**src/sv/bmm_ram.sv**
```systemverilog
// bmm_ram: generic single-port synchronous ram with registered read
// no dependencies
module bmm_ram #(
    parameter int WIDTH = 8,
    parameter int DEPTH = 16
) (
    input  logic                     clk,
    input  logic                     we,
    input  logic [$clog2(DEPTH)-1:0] addr,
    input  logic [WIDTH-1:0]         wdata,
    output logic [WIDTH-1:0]         rdata
);

    logic [WIDTH-1:0] mem_reg [0:DEPTH-1];

    always_ff @(posedge clk)
    begin
        if (we)
        begin
            mem_reg[addr] <= wdata;
        end
        rdata <= mem_reg[addr];
    end

endmodule

```
**config.mk**
```make
export PLATFORM = sky130hd
export DESIGN_NAME = bmm_ram
export DESIGN_NICKNAME = d
export VERILOG_FILES = /design/src/sv/bmm_ram.sv
export SDC_FILE = /design/constraint.sdc
export NUM_CORES = 1
export LEC_CHECK = 0
export ABC_AREA = 1
export BUFFER_PORTS_ARGS = -buffer_cell sky130_fd_sc_hd__buf_2
export CAP_MARGIN = 20
export CORE_MARGIN = 2
export CORE_UTILIZATION = 30
export CTS_CLUSTER_DIAMETER = 50
export DETAILED_ROUTE_END_ITERATION = 7
export PLACE_DENSITY = 0.42
export SYNTH_ARGS = -nofsm -noshare
export SYNTH_HDL_FRONTEND = slang
export SYNTH_SLANG_ARGS = --single-unit
```
**constraint.sdc**
```tcl
create_clock -name clk -period 2.2 [get_ports clk]
set_input_delay 0.22 -clock clk [delete_from_list [all_inputs] [get_ports clk]]
set_output_delay 0.22 -clock clk [all_outputs]
set_load 0.01 [all_outputs]
```
# Yosys cells after proc, flatten, opt, wreduce, memory -nomap -nowiden
# Memory sizes are Yosys's and may differ from the RTL's. A register that Yosys moved wholly into a read port is not among the register bits.
# Cells that the tools add are included.
# classes
div_mod_pow	0
n_eq_ne	0
order_cmp	0
shifts	0
reduce_logical	0
bitwise	0
n_mux	2
multipliers	0
addsub	0
# ops
cell	count
2-to-1 mux 1 bit	2
# word_totals
ram_bits	128
regBits	0
in_bits	14
latchBits	0
n_memories	1
mem_bits_ro	0
out_inout_bits	8
# mem_list
name	depth	width	rd	rd_clocked_by_memory_dff	wr	line	text
mem_reg	16	8	1	1	1	14	logic [WIDTH-1:0] mem_reg [0:DEPTH-1];

# Longest topological paths before layout
# logic_depth
ltp_word	2
depth_mapped	11

# Least setup slack after synthesis
# No wires, ideal clock.
# synth_timing
path_kind	input-to-reg
start	input addr[1]
end	memory mem_reg[3][0], enable pin
path_stages	4
path_slack_ns	0.603
arrival_time_ns	1.227
cell_sequence	buf_2 -> clkbuf_1 -> nand3_1 -> nor2_1
# synth_lines
item	line	text
start, declared	9	input logic [$clog2(DEPTH)-1:0] addr,
end, declared	14	
# No word-level cell before the write port.

# Worst setup path in the final report
# layout_timing
start	input addr[0]
end	memory mem_reg[5][4], enable pin
# No word-level cell before the write port.

==> results.md <==
- The cell at the root of the clock tree is clkbuf_16.
- The end of the worst hold path is mem_reg[7][5].
- The worst setup path is of the input port to register kind.
- The clock arrives with about 0.0065 ns of skew.
- TritonCTS built the clock tree.
- In this run, synthesis produced a sequential element count of 136.
- The final max-slew violation count is 0.
- The die extent in y is 141 µm.
- The total CTS buffers is 17.
- The top cell type by area accounts for 68.7% of the synthesized area.
- STA puts the critical path data required time at between 2 and 2.5 ns.
- The worst min-delay path class is input port to register.
- Counting distinct cell types in the post-synthesis netlist gives 11.
- The number of endpoints with negative hold slack in the final report is 0.
- The worst setup path is captured at a register.
- The largest fanout of any net on the critical path is 18.
- The number of antenna violations at the first check in global routing was 0.
- Entering global routing, the biggest net connects 49 pins.
- The final-report setup violation count is 0.
- Once the floorplan was initialized, standard cells occupied 30.8% of the core.
- The I/O pin count is 22.
- Summed over all nets, the half-perimeter wirelength after detailed placement is 8.54 mm.
- The filler cells instantiated in the layout total 1825.
- The chip width is 141 µm.
- The number of levels the H-tree was split into is 4.
- The post-route setup TNS is 0 ns.
- In this run the tightest slew margin relative to its limit is 53.3%.
- During synthesis, Yosys emitted a total of 0 warnings.
- The most crowded layer after global routing is met2.
- The startpoint kind of the worst setup timing path is an input port.
- The largest total area in the synthesized netlist belongs to edfxtp_1.
- The buffer levels on the longest clock path is 2.
- The synthesized design contains approximately 130 enable-type register cells.
- The number of hold-repair buffers added at the cts stage is 0.
- Port buffering added 21 buffers.
- The layout overhead on the synthesized area is 19.2%.
- In this run the critical register-to-register path is captured at rdata[0].
- After clock tree synthesis, the clock-pin slew on the worst setup and hold paths is 0.06 ns.
- The global route total overflow is 0.
- The number of global-route vias before repair is 3665.
- The worst register-to-register path has a setup slack of 1.15 ns.
- Sequential cells were found to cover 71.6% of the synthesized design area.
- The repair_antennas step left the layout with diodes totalling 0.
- The routability-driven placement congestion ratio is between 0.7 and 0.8.
- The number of cells on the worst hold path is 1.
- The start point of the worst min-delay path is wdata[5].
- For this design the static power due to leakage is 2.84 nW.
- The number of nets handed over by synthesis was 562.
- The final antenna-violating net count is 0.
- The met3 capacity usage during global routing is between 3 and 4%.
- The worst ir drop on vdd is 0.499 mV.
- The async set-or-reset flop fraction in the synthesized netlist is 0%.
- The post-CTS resize count is 0.
- The register with the most flip-flops in the layout has 128 of them.
- The startpoint identified for the worst register-to-register timing path is mem_reg[1][0].
- The clock reaches the later pin of the worst-skew pair after about 0.42 ns.
- After synthesis, the cell types taking the most area are edfxtp_1 69%, nand2_1 23%, dfxtp_1 2.9%.
- The overall track demand over capacity in global routing is between 10% and 20%.
- In the post-synthesis netlist, the cell with the most instances is nand2_1.
- After layout, the worst path uses 59.6% of the clock period.
- The wire length of the first global-routing pass is 21.1 mm.
- The number of standard-cell rows in the floorplan is around 50.
- The number of cells on the worst reg-to-reg path is 8.
- After detailed routing, the number of vias per cell comes to 4.39.
- The ratio of cells with drive above 1 in the final layout is 12.4%.
- The tool flagged a number of max-cap violations equal to 0.
- For the pin with the worst max-slew slack, the measured transition is 0.698 ns.
- The first detailed-routing pass took 4 iterations.
- The post-CTS setup repair buffer count is 0.
- The cell count after synthesis came out at 548.
- Across all hold checks on the routed design, the worst slack comes to 0.229 ns.
- The count of unresolved DRC violations after routing is 0.
- For this block, the via count after detailed routing is 3659.
- The die footprint is 19800 µm².
- The met2 usage in global routing is 23.2%.
- The flow ran to the end, and the final reports show no timing, DRC or antenna violations.
- For this block, the initial DRC count from the detailed router was 216.
- The cell area that synthesis handed to floorplanning was 5590 µm².
- The data arrival time of the critical path is 1.36 ns.
- For met1 alone, demand over resource in global routing was 19.6%.
- Averaged over all synthesized cells, the footprint is 10.2 µm².
- Dividing the detail-routed wire length by the instance count gives around 16 µm.
- Summed over all layers, the routed wires come to roughly 14 mm.
- Static timing analysis puts the maximum clock frequency at 0.762 GHz.
- In the synthesized netlist the dominant register cell turns out to be edfxtp_1.
- Setup repair after global routing left no endpoint under its margin.
- The commonest cells after synthesis are 346 x nand2_1, 128 x edfxtp_1, 21 x inv_1.
- The total power density per cell area is around 910 nW/µm².
- For this run, the post-layout net count is between 600 and 700.
- After floorplanning, the core was sized to cover around 18000 µm².
- After layout, the minimum clock period comes to 1.31 ns.
- Counting every sink on the clock net gives 136.
-- final cells by class --
type	instances	area, µm²	area share (%)
clock buffers	18	429	6.44
repair buffers	46	318	4.77
well taps	229	287	4.30
flip-flops and latches	136	4000	60.1
inverters	23	86.3	1.30
clock inverters	14	156	2.35
multi-input cells	368	1390	20.8
-- worst max-delay path by stage --
stage / end / cells past startpoint / slack, ns / start
floorplan: mem_reg[3][0] / 4 / 0.60 / addr[1]
global placement: mem_reg[5][7] / 4 / 0.52 / addr[0]
detailed placement: mem_reg[5][1] / 4 / 0.41 / addr[0]
CTS: mem_reg[5][7] / 4 / 0.87 / addr[0]
global route: mem_reg[5][7] / 4 / 0.80 / addr[0]
finish: mem_reg[5][4] / 4 / 0.89 / addr[0]
-- where the power goes --
part / leakage, nW / internal [mW] / total (mW) / switching (mW)
Clock: 0.279 / 1.76 / 2.81 / 1.05
Combinational: 1.34 / 0.106 / 0.371 / 0.265
Sequential: 1.22 / 2.90 / 2.91 / 0.0143
Total: 2.84 / 4.77 / 6.10 / 1.33
-- worst max-delay path: stages --
cell	delay, ns
buf_2	0.11
buf_4	0.24
nand3_1	0.19
nor2_1	0.59
-- cell families (layout without fill, tap and decap cells) --
| logic type | count (synthesis) | in the layout | synth area share, % |
|---|---|---|---|
| buf+inv | 44 | 101 | 3.62 |
| flops | 136 | 136 | 71.6 |
| simple gates | 368 | 368 | 24.8 |
-- stage by stage --
step,util (%),cell area (µm²),total power [mW],setup slack (ns),cells
3_5_place_dp,33.5,6080,3.35,0.411,802
6_report,36.7,6670,6.10,0.888,834
2_1_floorplan,-,5590,3.17,0.603,548
3_3_place_gp,33.5,6080,3.35,0.516,802
4_1_cts,36.7,6670,6.17,0.868,834
5_1_grt,36.7,6670,6.33,0.804,834
-- layout by cell type (no fill, tap or decap), drive strengths merged --
cell type,instances
buf,46
clkinv,8
nand3,4
inv,23
edfxtp,128
clkbuf,18
nand2,346
clkinvlp,3
bufinv,3
nor2,18
dfxtp,8
-- per-layer routing --
metal  routed length [µm]  vias to the layer above  part of all wire [%]
li1                     -                     1836                     -
met2                 6420                       70                    47
met4                  280                        0                   2.1
met5                    0                        -                     0
met3                  456                       15                   3.3
met1                 6460                     1738                    47
(Power assumes the default switching activity.)
